[config.mk]
export PLATFORM = sky130hd
export DESIGN_NAME = rmq_front
export DESIGN_NICKNAME = d
export VERILOG_FILES = /design/src/rmq_pkg.sv /design/src/rmq_front.sv
export SDC_FILE = /design/constraint.sdc
export NUM_CORES = 1
export LEC_CHECK = 0
export BUFFER_PORTS_ARGS = -buffer_cell sky130_fd_sc_hd__buf_4
export CORE_MARGIN = 2
export CORE_UTILIZATION = 55
export DETAILED_ROUTE_END_ITERATION = 8
export GPL_ROUTABILITY_DRIVEN = 0
export GPL_TIMING_DRIVEN = 0
export MAX_ROUTING_LAYER = met4
export PLACE_DENSITY = 0.85
export SLEW_MARGIN = 20
export SYNTH_ARGS = -nofsm -noshare
export SYNTH_HDL_FRONTEND = slang
export SYNTH_SLANG_ARGS = --single-unit
[constraint.sdc]
create_clock -name vclk -period 6.7
set_clock_uncertainty 0.2 [all_clocks]
set_input_delay 0.67 -clock vclk [all_inputs]
set_output_delay 0.67 -clock vclk [all_outputs]
set_load 0.05 [all_outputs]
[src/rmq_pkg.sv]
// Shared constants, types and codes for the rotation matrix to quaternion unit.
`timescale 1ns / 1ps
package rmq_pkg;
   localparam int FRAC_BITS = 16;
   localparam int FIELD_W = 18;
   localparam int SUM_W = FIELD_W + 1;
   localparam int D_MAG_W = FIELD_W + 1;
   localparam int ARG_W = ((FRAC_BITS + 2 > FIELD_W + 2) ? FRAC_BITS + 2 : FIELD_W + 2) + 1;
   localparam int RAD_W = ARG_W - 1 + FRAC_BITS + 2;
   localparam int SQ_N = (RAD_W + 1) / 2;
   localparam int RAD2_W = 2 * SQ_N;
   localparam int REM_W = SQ_N + 3;
   localparam int S_W = SQ_N + 1;
   localparam int Q_W = FIELD_W;
   localparam int NUM_W = D_MAG_W + FRAC_BITS + 1;
   localparam int CMP_W = ((NUM_W > S_W + Q_W) ? NUM_W : S_W + Q_W) + 1;
   localparam int NST = SQ_N + Q_W + 2;
   localparam int LANES = 3;

   localparam logic signed [FIELD_W-1:0] FIELD_MAX = FIELD_W'((64'sd1 <<< (FIELD_W - 1)) - 1);
   localparam logic signed [FIELD_W-1:0] FIELD_MIN = FIELD_W'(-(64'sd1 <<< (FIELD_W - 1)));

   localparam logic [1:0] BR_TRACE = 2'd0;
   localparam logic [1:0] BR_M00   = 2'd1;
   localparam logic [1:0] BR_M11   = 2'd2;
   localparam logic [1:0] BR_M22   = 2'd3;

   typedef struct packed {
      logic [1:0]                        br;
      logic                              bad;
      logic [ARG_W-2:0]                  arg;
      logic [LANES-1:0]                  dneg;
      logic [LANES-1:0][D_MAG_W-1:0]     dmag;
   } front_word_type;

   typedef struct packed {
      logic [1:0]                        br;
      logic                              bad;
      logic [RAD2_W-1:0]                 rad;
      logic [REM_W-1:0]                  rem;
      logic [SQ_N-1:0]                   root;
      logic [S_W-1:0]                    s;
      logic [FIELD_W-1:0]                mainc;
      logic [LANES-1:0]                  dneg;
      logic [LANES-1:0][D_MAG_W-1:0]     dmag;
      logic [LANES-1:0][CMP_W-1:0]       r;
      logic [LANES-1:0][Q_W-1:0]         q;
      logic [LANES-1:0]                  ovf;
   } stage_type;
endpackage

[src/rmq_front.sv]
// Front end: picks the branch, forms the root argument and the three lane sums.
`timescale 1ns / 1ps
module rmq_front import rmq_pkg::*; (
   input  logic signed [FIELD_W-1:0] m00,
   input  logic signed [FIELD_W-1:0] m10,
   input  logic signed [FIELD_W-1:0] m20,
   input  logic signed [FIELD_W-1:0] m01,
   input  logic signed [FIELD_W-1:0] m11,
   input  logic signed [FIELD_W-1:0] m21,
   input  logic signed [FIELD_W-1:0] m02,
   input  logic signed [FIELD_W-1:0] m12,
   input  logic signed [FIELD_W-1:0] m22,
   output front_word_type            word
);
   localparam logic signed [ARG_W-1:0] ONE_A = ARG_W'(64'sd1 <<< FRAC_BITS);

   logic signed [ARG_W-1:0] e00, e11, e22, tr, arg;
   logic signed [SUM_W-1:0] d_x0, d_y0, d_z0, s_xy, s_xz, s_yz;
   logic signed [SUM_W-1:0] d [LANES];
   logic [1:0] br;

   assign e00 = ARG_W'(m00);
   assign e11 = ARG_W'(m11);
   assign e22 = ARG_W'(m22);
   assign tr  = e00 + e11 + e22;

   assign d_x0 = SUM_W'(m21) - SUM_W'(m12);
   assign d_y0 = SUM_W'(m02) - SUM_W'(m20);
   assign d_z0 = SUM_W'(m10) - SUM_W'(m01);
   assign s_xy = SUM_W'(m01) + SUM_W'(m10);
   assign s_xz = SUM_W'(m02) + SUM_W'(m20);
   assign s_yz = SUM_W'(m12) + SUM_W'(m21);

   always_comb begin
      if (tr > 0) begin
         br = BR_TRACE;
      end else if (m00 > m11 && m00 > m22) begin
         br = BR_M00;
      end else if (m11 > m22) begin
         br = BR_M11;
      end else begin
         br = BR_M22;
      end
      // lanes fill the non-main slots in w, x, y, z order
      unique case (br)
         BR_TRACE: begin
            arg = ONE_A + tr;
            d[0] = d_x0; d[1] = d_y0; d[2] = d_z0;
         end
         BR_M00: begin
            arg = ONE_A + e00 - e11 - e22;
            d[0] = d_x0; d[1] = s_xy; d[2] = s_xz;
         end
         BR_M11: begin
            arg = ONE_A + e11 - e00 - e22;
            d[0] = d_y0; d[1] = s_xy; d[2] = s_yz;
         end
         default: begin
            arg = ONE_A + e22 - e00 - e11;
            d[0] = d_z0; d[1] = s_xz; d[2] = s_yz;
         end
      endcase
      word.br  = br;
      word.bad = (arg <= 0);
      word.arg = arg[ARG_W-2:0];
      for (int j = 0; j < LANES; j++) begin
         word.dneg[j] = d[j][SUM_W-1];
         word.dmag[j] = d[j][SUM_W-1] ? D_MAG_W'(-d[j]) : D_MAG_W'(d[j]);
      end
   end
endmodule

==> out/metrics.yaml, run 1 <==
synthCells: 2033
start_util_pct: 55.84
synth_top_family_by_area: "adder cells"
synth_nets: 2624
grt_max_degree: 11
fp.dieW_um: 172.0
core.rowCount: 61
ios: 245
synth_top_area_cell: "ha_1"
grt_usage_pct: 66.76
worst_endpoint: "word[36]"
yosys.area_share.simple_pct: 16.74
stop_stage: "global routing"
yosysMostFrequentCell: "ha_1"
synth_area_sq_um: 15510
fp.dieH_um: 172.0
numPortBuffers: 245
place_inst: 2656
ys_top_cells_by_area: "ha_1, fa_1, xnor2_1"
avgSynthCellArea_sq_um: 7.631
synth_top_cells_by_count: "ha_1, inv_1, a21oi_1"
yosys_warnings: 0
worstEpCategory: "output port"
grt.overflow.total: 11
synth_adder_area_share_pct: 38.86
status: "stopped before the end"
synth_xor_area_share_pct: 10.73
error_line: "[ERROR GRT-0232] Routing congestion too high. Check the congestion heatmap in the GUI."
synth_top_area_share_pct: 27.50
synth_mux_area_share_pct: 3.799
cts_hold_buf: 0
dp_hpwl_um: 45570
synth_compound_area_share_pct: 22.57
ys_types: 81
ys_seq_area_share_pct: 0
## through the flow
stage | instance area, sq um | setup WS (ns) | hold WS (ns)
2_1_floorplan | 16830 | -0.5759 | 1.443
3_3_place_gp | 19150 | -1.871 | 1.767
3_5_place_dp | 19150 | -1.996 | 1.765
4_1_cts | 21300 | -0.8493 | 1.845
## cells by family after synthesis
kind of cell,Yosys count
AOI/OAI and AO/OA,546
and+or+nand+nor,522
adders and majority gates,429
buffers and inverters,291
xor gates and xnor gates,190
muxes,55
## layer usage
metal  global-route usage (%)  overflow
met4                    64.89         5
met5                        -         -
met1                    64.97         0
met2                    82.26         6
met3                    50.51         0
## timing repair
| item | in CTS |
|---|---|
| pin swaps | 78 |
| cloned | 3 |
| resized for setup | 297 |
| setup endpoints to repair | 81 |
| buffers inserted | 98 |
==> inputs of run 2 (changes only) <==
--- a/config.mk
+++ b/config.mk
@@ -7,12 +7,11 @@
 export LEC_CHECK = 0
 export BUFFER_PORTS_ARGS = -buffer_cell sky130_fd_sc_hd__buf_4
 export CORE_MARGIN = 2
-export CORE_UTILIZATION = 55
+export CORE_UTILIZATION = 40
 export DETAILED_ROUTE_END_ITERATION = 8
 export GPL_ROUTABILITY_DRIVEN = 0
 export GPL_TIMING_DRIVEN = 0
-export MAX_ROUTING_LAYER = met4
-export PLACE_DENSITY = 0.85
+export PLACE_DENSITY_LB_ADDON = 0.15
 export SLEW_MARGIN = 20
 export SYNTH_ARGS = -nofsm -noshare
 export SYNTH_HDL_FRONTEND = slang
==> constraint.sdc (replaced) <==
create_clock -name vclk -period 8.7
set_clock_uncertainty 0.2 [all_clocks]
set_input_delay 0.87 -clock vclk [all_inputs]
set_output_delay 0.87 -clock vclk [all_outputs]
set_load 0.05 [all_outputs]
==> out/metrics.yaml, run 2 <==
status: "complete, no violations"
cts_hold_buf: 0  # unchanged
holdWs_ns: 2.138
yosysMostFrequentCell: "ha_1"
max-cap-violations: 0
core_area_sq_um: 38470
finalHoldViolCount: 0
crit_top_cell: "buf_12"
maxSlewHeadroom_pct: 21.47
finalWirelength_um: 56510
synth_top_cells_by_count: "ha_1, inv_1, a21oi_1"
place_area_sq_um: 18000  # -6.0%
final_layout_size_suffix_gt1_share_pct: 15.83
min_path_type: "input port to output pin"
synth_top_area_cell: "ha_1"
finalCritPeriodShare_pct: 98.05
design.seq.count: 0
synth_top_area_share_pct: 27.50  # unchanged
yosys_warnings: 0  # unchanged
synth_area_sq_um: 15510  # unchanged
multiInputGateArea_sq_um: 14630
wl_per_cell_um: 20.09
dieArea_sq_um: 40370
grt.overflow.total: 0
dp_hpwl_um: 47880  # +5.1%
slew_violations: 0
core.rowCount: 72  # +18%
drtAntennaViolNets: 0
antenna_found_initial: 3
first_pass_iters: 5
fp.dieH_um: 200.9  # +17%
cp-start-kind: "input port"
synthCells: 2033  # unchanged
critPathCaptureType: "output pin"
grt_pass1_vias: 15948
ys_seq_area_share_pct: 0  # unchanged
grt_pass1_wl_um: 86840
drcViolationCount: 0
numPortBuffers: 245  # unchanged
drt_iter0_drc: 1152
worst_pin_slew_ns: 1.177
arrival_ns: 7.46
grt_max_degree: 11
stdcell_area_sq_um: 18460
final_common_cell: "ha_1"
ys_types: 81  # unchanged
start_util_pct: 40.33  # -16 points
grt_usage_pct: 26.95
ios: 245  # unchanged
area.sequential_sq_um: 0
place_inst: 2796  # +5.3%
rsz0062_at_grt: "yes"
synth_nets: 2624  # unchanged
setup_viol: 0
fmax_ghz: 0.1172
nClkBuffers: 0
final_cells: 2813
nNetsFinal: 2886
vias: 15817
critical_path_required_ns: 7.63
power.density_nw_per_um2: 218.0
avgViaCountPerCell: 5.623
p_leak_uw: 0.008836
max-vdd-ir-drop_v: 0.0002797
fin_crit_ns: 8.530
avgSynthCellArea_sq_um: 7.631  # unchanged
crit_slowest_cell: "fa_2"
cp_max_fo: 10
layout_common_cells: "ha_1, buf_4, inv_1"
cpPeakStageDelay_ns: 0.65
fp.dieW_um: 200.9  # +17%
ys_top_cells_by_area: "ha_1, fa_1, xnor2_1"
fill_cells: 3916
crit_type: "input port to output pin"
area_growth_pct: 18.99
-- run 2: power by group --
group	internal, uW	leakage, uW	total (uW)	switching, uW
combinational	1340	0.00884	4020	2680
sequential	0	0	0	0
clock	0.0000311	0.0000000127	0.0000311	0
total	1340	0.00884	4020	2680
-- run 2: cell families (layout without fill, tap and decap cells) --
logic type / count (synthesis) / in the layout / share of synthesized area [%]
XOR/XNOR: 190 / 190 / 10.73
adder cells (fa/ha/maj): 429 / 429 / 38.86
multiplexers: 55 / 55 / 3.799
AO/OA/AOI/OAI: 546 / 546 / 22.57
buffers and inverters: 291 / 550 / 7.307
other: 0 / 2 / 0
AND/OR/NAND/NOR: 522 / 523 / 16.74
-- run 2: timing repair --
item / CTS / global route
setup buffers: 3 / 12
gates resized for setup: 41 / 40
setup endpoints to repair: 57 / 55
pin swaps: 7 / 17
gates cloned: 0 / 1
-- run 2: per-stage QoR --
stage / util [%] / setup WS (ns) / setup TNS (ns) / total power, uW
final: 47.99 / 0.1697 / 0 / 4024
after global routing: 47.99 / -0.07941 / -0.5012 / 4262
after CTS: 47.27 / -0.01331 / -0.02640 / 3904
after detailed placement: 46.80 / -1.523 / -24.99 / 3833
after global placement: 46.80 / -1.504 / -22.90 / 3813
after floorplan: - / 0.03917 / 0 / 2669
-- run 2: critical path, delay by kind of cell --
family                   cells  cell delay [ns]
XOR/XNOR                     2             0.47
AND/OR/NAND/NOR              5             0.93
buffers and inverters        7             1.38
AO/OA/AOI/OAI               11             2.70
adder cells (fa/ha/maj)      3             1.08
-- run 2: final cells by class --
class	instances	area share [%]
diodes	2	0.02711
plain buffers	56	1.789
inverters	234	4.792
multi-input cells	1743	79.26
well taps	518	3.511
repair buffers	260	10.61
-- run 2: worst paths after layout --
check	cells after the start	from	to	slack, ns
hold / removal	4	m12[0]	word[0]	2.14
setup / recovery	28	m00[2]	word[47]	0.17
-- run 2: metal layers --
layer | part of all wire (%) | global-route usage [%]
met4 | 4.1 | 10.29
met1 | 43 | 34.20
met2 | 48 | 47.76
met5 | 0.019 | 0
met3 | 5.5 | 1.705
Note: power is estimated with default switching activity, not from simulation.
