--- config.mk ---
export PLATFORM = sky130hd
export DESIGN_NAME = rmq_fifo
export DESIGN_NICKNAME = d
export VERILOG_FILES = /design/src/rmq_pkg.sv /design/src/rmq_fifo.sv
export SDC_FILE = /design/constraint.sdc
export NUM_CORES = 1
export LEC_CHECK = 0
export BUFFER_PORTS_ARGS = -buffer_cell sky130_fd_sc_hd__buf_2
export CAP_MARGIN = 10
export CORE_AREA = 5 5 113 115
export CTS_BUF_LIST = sky130_fd_sc_hd__clkbuf_8 sky130_fd_sc_hd__clkbuf_16
export CTS_CLUSTER_DIAMETER = 50
export CTS_CLUSTER_SIZE = 20
export DETAILED_ROUTE_END_ITERATION = 12
export DIE_AREA = 0 0 118 120
export PLACE_DENSITY_LB_ADDON = 0.25
export SYNTH_ARGS = -nofsm -noshare
export SYNTH_HDL_FRONTEND = slang
export SYNTH_SLANG_ARGS = --single-unit
--- constraint.sdc ---
create_clock -name clock -period 8.9 [get_ports clock]
set_input_delay 0.89 -clock clock [delete_from_list [all_inputs] [get_ports clock]]
set_output_delay 0.89 -clock clock [all_outputs]
set_load 0.01 [all_outputs]
--- src/rmq_pkg.sv ---
// Shared constants, types and codes for the rotation matrix to quaternion unit.
`timescale 1ns / 1ps
package rmq_pkg;
   localparam int FRAC_BITS = 16;
   localparam int FIELD_W = 18;
   localparam int SUM_W = FIELD_W + 1;
   localparam int D_MAG_W = FIELD_W + 1;
   localparam int ARG_W = ((FRAC_BITS + 2 > FIELD_W + 2) ? FRAC_BITS + 2 : FIELD_W + 2) + 1;
   localparam int RAD_W = ARG_W - 1 + FRAC_BITS + 2;
   localparam int SQ_N = (RAD_W + 1) / 2;
   localparam int RAD2_W = 2 * SQ_N;
   localparam int REM_W = SQ_N + 3;
   localparam int S_W = SQ_N + 1;
   localparam int Q_W = FIELD_W;
   localparam int NUM_W = D_MAG_W + FRAC_BITS + 1;
   localparam int CMP_W = ((NUM_W > S_W + Q_W) ? NUM_W : S_W + Q_W) + 1;
   localparam int NST = SQ_N + Q_W + 2;
   localparam int LANES = 3;

   localparam logic signed [FIELD_W-1:0] FIELD_MAX = FIELD_W'((64'sd1 <<< (FIELD_W - 1)) - 1);
   localparam logic signed [FIELD_W-1:0] FIELD_MIN = FIELD_W'(-(64'sd1 <<< (FIELD_W - 1)));

   localparam logic [1:0] BR_TRACE = 2'd0;
   localparam logic [1:0] BR_M00   = 2'd1;
   localparam logic [1:0] BR_M11   = 2'd2;
   localparam logic [1:0] BR_M22   = 2'd3;

   typedef struct packed {
      logic [1:0]                        br;
      logic                              bad;
      logic [ARG_W-2:0]                  arg;
      logic [LANES-1:0]                  dneg;
      logic [LANES-1:0][D_MAG_W-1:0]     dmag;
   } front_word_type;

   typedef struct packed {
      logic [1:0]                        br;
      logic                              bad;
      logic [RAD2_W-1:0]                 rad;
      logic [REM_W-1:0]                  rem;
      logic [SQ_N-1:0]                   root;
      logic [S_W-1:0]                    s;
      logic [FIELD_W-1:0]                mainc;
      logic [LANES-1:0]                  dneg;
      logic [LANES-1:0][D_MAG_W-1:0]     dmag;
      logic [LANES-1:0][CMP_W-1:0]       r;
      logic [LANES-1:0][Q_W-1:0]         q;
      logic [LANES-1:0]                  ovf;
   } stage_type;
endpackage

--- src/rmq_fifo.sv ---
// Two-entry queue between the front end and the arithmetic pipeline.
`timescale 1ns / 1ps
module rmq_fifo import rmq_pkg::*; (
   input  logic           clock,
   input  logic           reset,
   input  logic           push,
   input  front_word_type push_word,
   output logic           full,
   input  logic           pop,
   output logic           not_empty,
   output front_word_type pop_word
);
   front_word_type mem_ff [2];
   logic       wp_ff, rp_ff;
   logic [1:0] cnt_ff;
   logic       do_push, do_pop;

   assign full      = (cnt_ff == 2'd2);
   assign not_empty = (cnt_ff != 2'd0);
   assign do_push   = push && !full;
   assign do_pop    = pop && not_empty;
   assign pop_word  = mem_ff[rp_ff];

   always_ff @(posedge clock) begin
      if (do_push) begin
         mem_ff[wp_ff] <= push_word;
      end
   end

   always_ff @(posedge clock) begin
      if (reset) begin
         wp_ff  <= 1'b0;
         rp_ff  <= 1'b0;
         cnt_ff <= 2'd0;
      end else begin
         if (do_push) wp_ff <= ~wp_ff;
         if (do_pop)  rp_ff <= ~rp_ff;
         cnt_ff <= cnt_ff + 2'(do_push) - 2'(do_pop);
      end
   end
endmodule

# After elaboration in Yosys (flattened, before gate mapping)
# Memories as Yosys holds them, arrays and structs flattened. A register that Yosys moved wholly into a read port is not among the register bits.
# Index checks and enable logic that the tools add are counted.
dict set report word_totals {
  register_bits 4
  ramBits 166
  input_bits 87
  n_memories 1
}
# memory words word_bits rd rd_clocked_by_memory_dff wr line
set mem_list {}
lappend mem_list {mem_ff 2 83 1 1 1 rmq_fifo.sv:13} ;# front_word_type mem_ff [2];
dict set report classes {
  addsub 2
  n_eq_ne 1
  mux 4
  bitwise 2
  reduce_logical 4
}
# operator count
set ops {}
lappend ops {{$mux W1} 4}
lappend ops {{$add A2 B1 Y2} 1}
lappend ops {{$eq A2 B2 Y1 const B} 1}
lappend ops {{$logic_and A1 B1 Y1} 2}
lappend ops {{$not A1 Y1} 2}
lappend ops {{$reduce_bool A2 Y1} 1}
lappend ops {{$sub A2 B1 Y2} 1}
lappend ops {{$logic_not A1 Y1} 1}

# Logic depth before layout (Yosys ltp)
# Gate-level depths: netlist (run 1).
dict set report depth {
  depth_word 5
  depth_mapped 8
  ltp_nobuf 8
}

# Worst setup path after synthesis (run 1)
# OpenSTA, ideal clock, no wires.
dict set report synth_timing {
  path_type {input port to flip-flop}
  start {in push}
  end {mem mem_ff[0][0] in the netlist's numbering (enable)}
  setup_time_ns 0.437
  arrival_ns 2.901
  required_time_ns 8.463
  path_slack_ns 5.563
  path_stages 3
  path_cell_list {inv_1 or3_1 inv_1}
}
dict set report synth_via {
  elab_chain_cells 3
}
# item line
set synth_lines {}
lappend synth_lines {{from (decl)} rmq_fifo.sv:6} ;# input logic push,
lappend synth_lines {{$logic_and A1 B1 Y1} rmq_fifo.sv:20} ;# assign do_push = push && !full;
lappend synth_lines {{$mux W1} rmq_fifo.sv:25} ;# if (do_push) begin
lappend synth_lines {{$mux W1 (implied by the code)} rmq_fifo.sv:26} ;# mem_ff[wp_ff] <= push_word;
lappend synth_lines {{to (decl)} rmq_fifo.sv:13}
# Every way passes these cells.

==> results.toml, run 1 <==
[timing]
rsz0062_at_grt = "no"
setup_ws_ns = 5.877
tns_ns = 0
final_period_demand_of_the_worst_path_ns = 3.023
clock-skew-final_ns = 0.006807
timing.fmax_mhz = 330.8
worst_slew_margin_rel_pct = 23.52
finalCritPeriodShare_pct = 33.97
report.final.hold_viol_count = 0
worst-slew-pin-transition_ns = 1.147
finalSetupViolCount = 0
drv_slew = 0

[clocking]
clkSlewWorstSetupHoldPaths_ns = 0.06
clock_latency_of_the_later_clocked_register_in_the_worst_skew_pair_ns = 0.42
clockBufferDepth = 2
ctsResizeCount = 0
h-tree-depth = 4
tritoncts = "built"
postCtsSetupBuffers = 0
cts_hold_buffers = 0
clk_root_buffer_cell = "sky130_fd_sc_hd__clkbuf_16"
tritoncts.num_buffers = 17
clkSinkCount = 171

[grt]
initial_antenna_violation_count = 0
first_global_vias = 3461
grt_pass1_wl_um = 17250
gr-usage-all-layers_pct = 16.01
grt_ovf = 0
grt_max_degree = 84

[synth]
yosys_warnings = 0
synthesis.area_per_instance_um2 = 21.99
ys_seq_area_share_pct = 81.41
netlist_area_mm2 = 0.006246
synth.lib_cells_used.distinct = 21
syn_inst = 284
synthesis.nets = 373
synth.ff_latch_count = 171

[detailed_routing]
drt.antenna.violating_nets = 0
drt-initial-drc-count = 104
detailedRoute.firstPassIterationCount = 4
detail_route.wirelength_um = 10930
drcViolationCount = 0
wire_per_inst_um = 17.45
vias_per_cell = 5.013
vias = 3138

[critical_path]
crit_family = "flip-flops"
timing.critical_path.to_type = "primary output"
worstPathCellList = "mux2_1, buf_2"
cp_data_required_time_ns = 8.01
timing.critical_path.fanout_max = 83
worst_setup_path_start_kind = "register"
timing_worst_setup_path_type = "register to primary output"
critPathSlowestCell = "sky130_fd_sc_hd__dfxtp_4"
critPathMaxStageDelay_ns = 1.08
crit_buf_inv = 1
r2r_start = "cnt_ff[0]"
crit_arrival_ns = 2.13

[pwr]
sw_frac_of_total_pct = 26.71
pwr-share-comb_pct = 18.6
peakVddDrop_mv = 0.1349
p_clk_share_pct = 31.6
seqPwrFrac_pct = 49.8
cell_internal_power_dissipation_mw = 1.574
powerDensity_mw_per_mm2 = 276.7
power.switching_uw = 573.7
p_leak_nw = 2.952

[cells_and_area]
drive_above_1_share_pct = 43.63
area.growth.synth_to_final_pct = 24.28
diode_count = 0
fin_nets = 555

[placed_design]
place.gp.congestion = 0.7277
placement.setup.worst_slack_ns = 5.920
dp.final_hpwl_um = 7032
count_of_port_buffers_added_during_placement = 171

[die]
die-height_um = 120
dieWidth_um = 118
rows = 40
fp.dieArea_mm2 = 0.01416
boundaryPins = 172
placeableCoreArea_mm2 = 0.01171
start_util_pct = 53.33

[run_status]
run_status = "complete, no violations"

[worst_hold_path]
timing.hold.worst.start = "wp_ff"
hp-class = "register to register"

[job]
max_cap_viol_count = 0
[worst reg2reg max path, delay by kind of cell (launching register included)]
| family | cells | cell delay [ns] |
|---|---|---|
| buffers and inverters | 3 | 1.17 |
| and+or+nand+nor | 2 | 0.51 |
| DFF | 1 | 0.37 |
[layer usage]
layer | track usage, % | up-vias | share of wire [%]
li1 | - | 1481 | -
met1 | 18.26 | 1538 | 39
met2 | 27.09 | 102 | 52
met3 | 5.938 | 17 | 7.1
met4 | 7.025 | 0 | 1.8
met5 | 0 | - | 0
[metrics by stage]
step	power [mW]	area [µm²]	util, %	std cells	hold WS (ns)
finish	2.148	7762	66.28	626	0.5104
global route	2.254	7762	66.28	626	0.5401
CTS	2.181	7762	66.28	626	0.5102
detailed placement	1.497	7211	61.57	594	0.4912
global placement	1.486	7211	61.57	594	0.4808
floorplan	1.331	6246	-	284	0.4515
[flip-flops by register name, summed over array words and instances, names as in the netlist, named ones only]
| register | count |
|---|---|
| cnt_ff | 2 |
| mem_ff | 166 |
| rp_ff | 1 |
| wp_ff | 1 |
[synthesized netlist by cell type, drive strengths merged]
library cell / n / share of area (%)
edfxtp: 166 / 80
mux2: 83 / 15
buf: 9 / 1.5
dfxtp: 5 / 1.6
inv: 4 / 0.24
nor2: 3 / 0.18
ha: 2 / 0.40
xnor2: 2 / 0.28
a21oi: 1 / 0.080
and3: 1 / 0.12
nand2: 1 / 0.060
nand2b: 1 / 0.14
nor2b: 1 / 0.10
o21a: 1 / 0.14
o21ai: 1 / 0.080
or2: 1 / 0.10
or3: 1 / 0.10
xor2: 1 / 0.14
[layout by cell type (no fill, tap or decap), drive strengths merged]
master      n
buf       172
edfxtp    166
mux2       83
clkbuf     17
clkinv     12
dfxtp       5
inv         5
nor2        3
xnor2       2
ha          2
o21a        1
nand2b      1
nand2       1
or2         1
and3        1
or3         1
nor2b       1
o21ai       1
a21oi       1
xor2        1
bufinv      1
clkinvlp    1
[logic make-up (layout without fill, tap and decap cells)]
kind of cell / after synthesis / after routing / share of synthesized area [%]
multiplexers: 83 / 83 / 14.96
AND/OR/NAND/NOR: 9 / 9 / 0.8015
adder cells (fa/ha/maj): 2 / 2 / 0.4006
flip-flops: 171 / 171 / 81.41
AO/OA/AOI/OAI: 3 / 3 / 0.3004
XOR/XNOR: 3 / 3 / 0.4207
buffers and inverters: 13 / 208 / 1.703
[path summary, 6_finish.rpt]
check,end,slack (ns),cells after the start
setup / recovery,pop_word[24],5.88,2
hold / removal,wp_ff,0.51,2
setup reg to reg,mem_ff[0][45],6.47,5
hold reg to reg,wp_ff,0.51,2
[power by group through the flow]
stage,sequential (mW),clock (mW),combinational [mW]
detailed placement,1.09,0,0.406
global route,1.08,0.732,0.438
finish,1.07,0.678,0.400
global placement,1.09,0,0.401
CTS,1.07,0.696,0.409
floorplan,1.04,0,0.295
[layout make-up]
class,instances,area [µm²]
Sequential cell,171,5089
Clock buffer,17,425.4
Timing Repair Buffer,172,863.3
Fill cell,823,3949
Multi-Input combinational cell,100,1059
Tap cell,147,183.9
Inverter,4,16.27
Clock inverter,15,126.4
(Power assumes the default switching activity.)
==> inputs of run 2 (changes only) <==
--- a/config.mk
+++ b/config.mk
@@ -5,14 +5,15 @@
 export SDC_FILE = /design/constraint.sdc
 export NUM_CORES = 1
 export LEC_CHECK = 0
+export ABC_AREA = 1
 export BUFFER_PORTS_ARGS = -buffer_cell sky130_fd_sc_hd__buf_2
 export CAP_MARGIN = 10
-export CORE_AREA = 5 5 113 115
+export CORE_AREA = 5 5 119 121
 export CTS_BUF_LIST = sky130_fd_sc_hd__clkbuf_8 sky130_fd_sc_hd__clkbuf_16
 export CTS_CLUSTER_DIAMETER = 50
 export CTS_CLUSTER_SIZE = 20
 export DETAILED_ROUTE_END_ITERATION = 12
-export DIE_AREA = 0 0 118 120
+export DIE_AREA = 0 0 124 126
 export PLACE_DENSITY_LB_ADDON = 0.25
 export SYNTH_ARGS = -nofsm -noshare
 export SYNTH_HDL_FRONTEND = slang
==> constraint.sdc (replaced) <==
create_clock -name clock -period 3 [get_ports clock]
set_input_delay 0.3 -clock clock [delete_from_list [all_inputs] [get_ports clock]]
set_output_delay 0.3 -clock clock [all_outputs]
set_load 0.01 [all_outputs]
==> run 2 against run 1 <==
Against the previous run: synthesized cell count increased by 4.2%; worst setup slack got worse by 5.1 ns; first-iteration DRC count increased by 78%; cell count increased by 7.5%; critical endpoint is now pop_word[1]; largest power group unchanged.
==> results.toml, run 2 <==
[run_status]
run_status = "complete, no violations"

[cells_and_area]
largest_register_ffs = 166
most_common_cell_after_layout_fill_and_taps_aside = "sky130_fd_sc_hd__buf_2"
fin_nets = 573
drive_above_1_share_pct = 57.75
multiInputGateArea_mm2 = 0.001319
postLayoutCellArea_mm2 = 0.008140
leading_registers_by_flop_count = "mem_ff: 166 flops, cnt_ff: 2 flops"
nFillCells = 962
diode_count = 0
area.growth.synth_to_final_pct = 23.59
layout.area.seq_mm2 = 0.005089
top_register_by_number_of_flip_flops = "mem_ff"
layout.cells.most_common_list = "sky130_fd_sc_hd__buf_2 (171), sky130_fd_sc_hd__edfxtp_1 (166), sky130_fd_sc_hd__mux2_4 (70)"

[critical_path]
critPathMaxStageDelay_ns = 0.68
crit_arrival_ns = 1.93
worstPathCellList = "buf_12, mux2_2, buf_2"
worst_setup_path_start_kind = "register"
timing_worst_setup_path_type = "register to primary output"
critPathSlowestCell = "sky130_fd_sc_hd__dfxtp_4"
r2r_start = "cnt_ff[0]"
reg2reg_to = "mem_ff[1][7]"
worst-r2r-cell-count = 5
timing.critical_path.fanout_max = 30
cp_data_required_time_ns = 2.70
timing.critical_path.to_type = "primary output"
r2r_setup_slack_ns = 1.26

[clocking]
clock_latency_of_the_later_clocked_register_in_the_worst_skew_pair_ns = 0.41
h-tree-depth = 4
ctsResizeCount = 0
clk_root_buffer_cell = "sky130_fd_sc_hd__clkbuf_16"
tritoncts = "built"
clockBufferDepth = 2
clkSinkCount = 171
tritoncts.num_buffers = 17
cts_hold_buffers = 0
postCtsSetupBuffers = 0
clkSlewWorstSetupHoldPaths_ns = 0.06

[timing]
clock-skew-final_ns = 0.005241
rsz0062_at_grt = "no"
timing.fmax_mhz = 447.8
tns_ns = 0
report.final.hold_viol_count = 0
final_period_demand_of_the_worst_path_ns = 2.233
finalCritPeriodShare_pct = 74.44
worst-slew-pin-transition_ns = 0.6745
worst_slew_margin_rel_pct = 55.03
finalSetupViolCount = 0
drv_slew = 0

[die]
placeableCoreArea_mm2 = 0.01298
boundaryPins = 172
die-height_um = 126
start_util_pct = 50.74
dieWidth_um = 124
rows = 42
fp.dieArea_mm2 = 0.01562

[detailed_routing]
drcViolationCount = 0
vias = 3245
vias_per_cell = 4.822
detail_route.wirelength_um = 11630
drt-initial-drc-count = 185
wire_per_inst_um = 17.28
detailedRoute.firstPassIterationCount = 4
drt.antenna.violating_nets = 0

[synth]
yosys_warnings = 0
synthesis.nets = 385
synth.area.top_cells = "sky130_fd_sc_hd__edfxtp_1 (76%), sky130_fd_sc_hd__mux2_4 (16%), sky130_fd_sc_hd__mux2_2 (2.2%)"
ys_dominant_reg_cell = "sky130_fd_sc_hd__edfxtp_1"
synth_async_sr_flop_share_pct = 0
synthDominantAreaCellType = "sky130_fd_sc_hd__edfxtp_1"
synthTopCellsByCount = "sky130_fd_sc_hd__edfxtp_1 (166), sky130_fd_sc_hd__mux2_4 (70), sky130_fd_sc_hd__mux2_2 (13)"
synth_edf_count = 166
synth.top_cell.area_share_pct = 75.68
synthMostInstantiatedCell = "sky130_fd_sc_hd__edfxtp_1"
ys_seq_area_share_pct = 77.20
netlist_area_mm2 = 0.006586
synth.ff_latch_count = 171
syn_inst = 296
synth.lib_cells_used.distinct = 13
synthesis.area_per_instance_um2 = 22.25

[worst_hold_path]
hold_depth = 2
min_to = "cnt_ff[0]"
hp-class = "input pin to register"
timing.hold.worst.start = "reset"

[grt]
global_route.peak_usage_layer = "met2"
first_global_vias = 3599
grt_max_degree = 50
gr-usage-met3_pct = 6.323
grt.met2_usage_pct = 26.28
gr-usage-met1_pct = 18.44
grt_pass1_wl_um = 18260
grt_ovf = 0
gr-usage-all-layers_pct = 15.78
initial_antenna_violation_count = 1

[pwr]
p_leak_nw = 3.270
peakVddDrop_mv = 0.4826
powerDensity_mw_per_mm2 = 831.3

[job]
max_cap_viol_count = 0

[placed_design]
count_of_port_buffers_added_during_placement = 171
placement.cell_area_mm2 = 0.007609
dp.final_hpwl_um = 8058
place.gp.congestion = 0.7552
## run 2: worst max-delay path: cells and delay by family, from the launching register on
family	cells	cell delay, ns
multiplexers	1	0.37
flip-flops	1	0.68
buffers and inverters	2	0.44
## run 2: area by class of cell
type / count / share of cell area, %
Tap cell: 176 / 2.705
Inverter: 9 / 0.4304
Multi-Input combinational cell: 107 / 16.20
Sequential cell: 171 / 62.51
Clock buffer: 19 / 5.564
Clock inverter: 13 / 0.9683
Timing Repair Buffer: 178 / 11.62
## run 2: cell families (layout without fill, tap and decap cells)
group	Yosys count	after routing	synth area share, %
AO/OA/AOI/OAI	2	2	0.1520
adder cells (fa/ha/maj)	2	2	0.3799
buffers and inverters	18	219	2.887
flip-flops	171	171	77.20
multiplexers	83	83	18.18
AND/OR/NAND/NOR	20	20	1.197
## run 2: metal layers
metal | wire [µm] | part of all wire [%]
met5 | 13 | 0.11
met4 | 172 | 1.5
met3 | 896 | 7.7
met2 | 5958 | 51
met1 | 4588 | 39
## run 2: stage by stage
| stage | worst slack (ns) | hold slack, ns | total power, mW | instances | utilization [%] |
|---|---|---|---|---|---|
| after global placement | 1.203 | 0.4711 | 4.877 | 641 | 58.62 |
| final | 0.7667 | 0.04849 | 6.767 | 673 | 62.71 |
| after detailed placement | 1.180 | 0.4728 | 4.920 | 641 | 58.62 |
| after CTS | 0.7320 | 0.02592 | 6.866 | 673 | 62.71 |
| after global routing | 0.6686 | 0.04374 | 7.131 | 673 | 62.71 |
| after floorplan | 0.3676 | 0.3712 | 4.395 | 296 | - |
## run 2: power breakdown
part,internal [mW],switching (mW)
registers,3.03,0.143
logic,0.852,0.808
clock network,1.15,0.786
## run 2: worst max path at each step
stage	from	end	slack, ns
finish	register	pop_word[1]	0.77
global route	register	pop_word[1]	0.67
CTS	register	pop_word[1]	0.73
detailed placement	register	pop_word[1]	1.18
global placement	register	pop_word[10]	1.20
floorplan	cnt_ff[0]	mem_ff[1][0]	0.37
==> inputs of run 3 (changes only) <==
--- a/config.mk
+++ b/config.mk
@@ -8,12 +8,12 @@
 export ABC_AREA = 1
 export BUFFER_PORTS_ARGS = -buffer_cell sky130_fd_sc_hd__buf_2
 export CAP_MARGIN = 10
-export CORE_AREA = 5 5 119 121
+export CORE_AREA = 5 5 125 127
 export CTS_BUF_LIST = sky130_fd_sc_hd__clkbuf_8 sky130_fd_sc_hd__clkbuf_16
 export CTS_CLUSTER_DIAMETER = 50
 export CTS_CLUSTER_SIZE = 20
 export DETAILED_ROUTE_END_ITERATION = 12
-export DIE_AREA = 0 0 124 126
+export DIE_AREA = 0 0 130 132
 export PLACE_DENSITY_LB_ADDON = 0.25
 export SYNTH_ARGS = -nofsm -noshare
 export SYNTH_HDL_FRONTEND = slang
==> constraint.sdc (replaced) <==
create_clock -name clock -period 2 [get_ports clock]
set_input_delay 0.2 -clock clock [delete_from_list [all_inputs] [get_ports clock]]
set_output_delay 0.2 -clock clock [all_outputs]
set_load 0.01 [all_outputs]
==> run 3 against run 2 <==
Against the previous run: cell area rose by 12%; clock power rose by 78%; first-iteration DRC count fell by 12%; worst hold slack improved by 0.069 ns; flip-flop and latch count did not move; sequential share of layout area fell by 6.7 points; clock skew rose by 0.0026 ns; largest cell class unchanged; global-route usage fell by 0.73 points; non-clock buffer count rose by 84; total power rose by 61%.
==> results.toml, run 3 (synthesis results as in run 2) <==
[critical_path]
reg2reg_to = "mem_ff[0][60]"
cp_data_required_time_ns = 1.80
worst-r2r-cell-count = 5
r2r_setup_slack_ns = 0.47
timing_worst_setup_path_type = "register to primary output"
path_depth = 3
r2r_start = "cnt_ff[0]"
critPathMaxStageDelay_ns = 0.38
timing.critical_path.fanout_max = 38
setup.worst_path.end = "pop_word[16]"
crit_family = "buffers and inverters"
worstPathCellList = "buf_12, mux2_4, buf_2"
critPathSlowestCell = "sky130_fd_sc_hd__dfxtp_4"
timing.critical_path.to_type = "primary output"
crit_arrival_ns = 1.59
crit_buf_inv = 2
worst_setup_path_start_kind = "register"

[die]
dieWidth_um = 130
rows = 44
die-height_um = 132
placeableCoreArea_mm2 = 0.01431
fp.dieArea_mm2 = 0.01716
boundaryPins = 172
start_util_pct = 46.01

[cells_and_area]
layout.area.seq_mm2 = 0.005091
leading_registers_by_flop_count = "mem_ff: 166 flops, cnt_ff: 2 flops"
layout.cells.most_common_list = "sky130_fd_sc_hd__buf_2 (171), sky130_fd_sc_hd__edfxtp_1 (166), sky130_fd_sc_hd__dlygate4sd3_1 (84)"
top_register_by_number_of_flip_flops = "mem_ff"
fin_nets = 657
diode_count = 0
largest_register_ffs = 166
drive_above_1_share_pct = 50.95
most_common_cell_after_layout_fill_and_taps_aside = "sky130_fd_sc_hd__buf_2"
nFillCells = 1032
postLayoutCellArea_mm2 = 0.009123
multiInputGateArea_mm2 = 0.001334
area.growth.synth_to_final_pct = 38.51

[timing]
tns_ns = 0
drv_slew = 0
final_period_demand_of_the_worst_path_ns = 1.791
report.final.hold_viol_count = 0
timing.fmax_mhz = 558.4
worst-slew-pin-transition_ns = 0.4936
worst_slew_margin_rel_pct = 67.09
finalCritPeriodShare_pct = 89.55
rsz0062_at_grt = "no"
finalSetupViolCount = 0
clock-skew-final_ns = 0.007834

[job]
max_cap_viol_count = 0

[grt]
first_global_vias = 3908
grt_max_degree = 58
gr-usage-all-layers_pct = 15.05
grt_ovf = 0
initial_antenna_violation_count = 0
grt_pass1_wl_um = 19600

[pwr]
powerDensity_mw_per_mm2 = 1195
p_leak_nw = 3.658
peakVddDrop_mv = 0.6087

[worst_hold_path]
hp-class = "input pin to register"

[detailed_routing]
detail_route.wirelength_um = 12620
drt.antenna.violating_nets = 0
vias = 3545
detailedRoute.firstPassIterationCount = 4
wire_per_inst_um = 16.50
drt-initial-drc-count = 163
drcViolationCount = 0
vias_per_cell = 4.634

[placed_design]
placement.cell_area_mm2 = 0.007651
count_of_port_buffers_added_during_placement = 171
place.gp.congestion = 0.7324
dp.final_hpwl_um = 7958

[clocking]
clkSlewWorstSetupHoldPaths_ns = 0.06
tritoncts = "built"
h-tree-depth = 4
clockBufferDepth = 2
tritoncts.num_buffers = 17
clock_latency_of_the_later_clocked_register_in_the_worst_skew_pair_ns = 0.42
clk_root_buffer_cell = "sky130_fd_sc_hd__clkbuf_16"
ctsResizeCount = 0
clkSinkCount = 171

[run_status]
run_status = "complete, no violations"
## run 3: through the flow
step / util [%] / setup WS, ns / instances / power (mW) / hold slack, ns
after floorplan: - / -0.1657 / 296 / 6.617 / 0.2638
after global placement: 53.45 / 0.5087 / 649 / 7.372 / 0.3774
after detailed placement: 53.45 / 0.4640 / 649 / 7.438 / 0.3783
after CTS: 63.73 / 0.1747 / 765 / 11.03 / 0.08940
after global routing: 63.73 / 0.1520 / 765 / 11.39 / 0.1463
final: 63.73 / 0.2091 / 765 / 10.90 / 0.1171
## run 3: worst register-to-register path, cell delays in order, from the launching register on
cell                      delay [ns]
sky130_fd_sc_hd__dfxtp_2        0.35
sky130_fd_sc_hd__inv_2          0.06
sky130_fd_sc_hd__nand2_4        0.08
sky130_fd_sc_hd__nand2_2        0.08
sky130_fd_sc_hd__nor2_4         0.14
sky130_fd_sc_hd__buf_4          0.44
## run 3: where the power goes
part,leakage (nW),switching [mW],total (mW),internal [mW]
clock,0.331,1.24,3.45,2.22
sequential,1.59,0.148,4.69,4.54
combinational,1.73,1.35,2.76,1.42
## run 3: timing repair
| action | CTS | global route |
|---|---|---|
| endpoints found under the hold margin | 167 | 0 |
| setup buffers | 0 | 0 |
| hold buffers | 84 | 0 |
| setup endpoints to repair | 0 | 0 |
## run 3: how the worst min path moves through the flow
stage	cells past startpoint	slack, ns	startpoint	to
2_1_floorplan	1	0.26	reset	cnt_ff[0]
3_3_place_gp	2	0.38	reset	cnt_ff[0]
3_5_place_dp	2	0.38	reset	cnt_ff[0]
4_1_cts	4	0.09	pop	register
5_1_grt	4	0.15	pop	register
6_report	4	0.12	pop	register
## run 3: final cells by class
type	instances	area share, %
Sequential cell	171	55.81
Timing Repair Buffer	262	19.72
Multi-Input combinational cell	107	14.62
Clock buffer	18	4.814
Tap cell	184	2.524
Clock inverter	14	2.098
Inverter	9	0.4115
## run 3: per-layer routing
metal	wire (µm)	track usage, %	up-vias
li1	-	-	1688
met1	5229	18.06	1704
met2	6275	25.27	138
met3	961	5.470	15
met4	154	4.677	0
met5	0	0	-
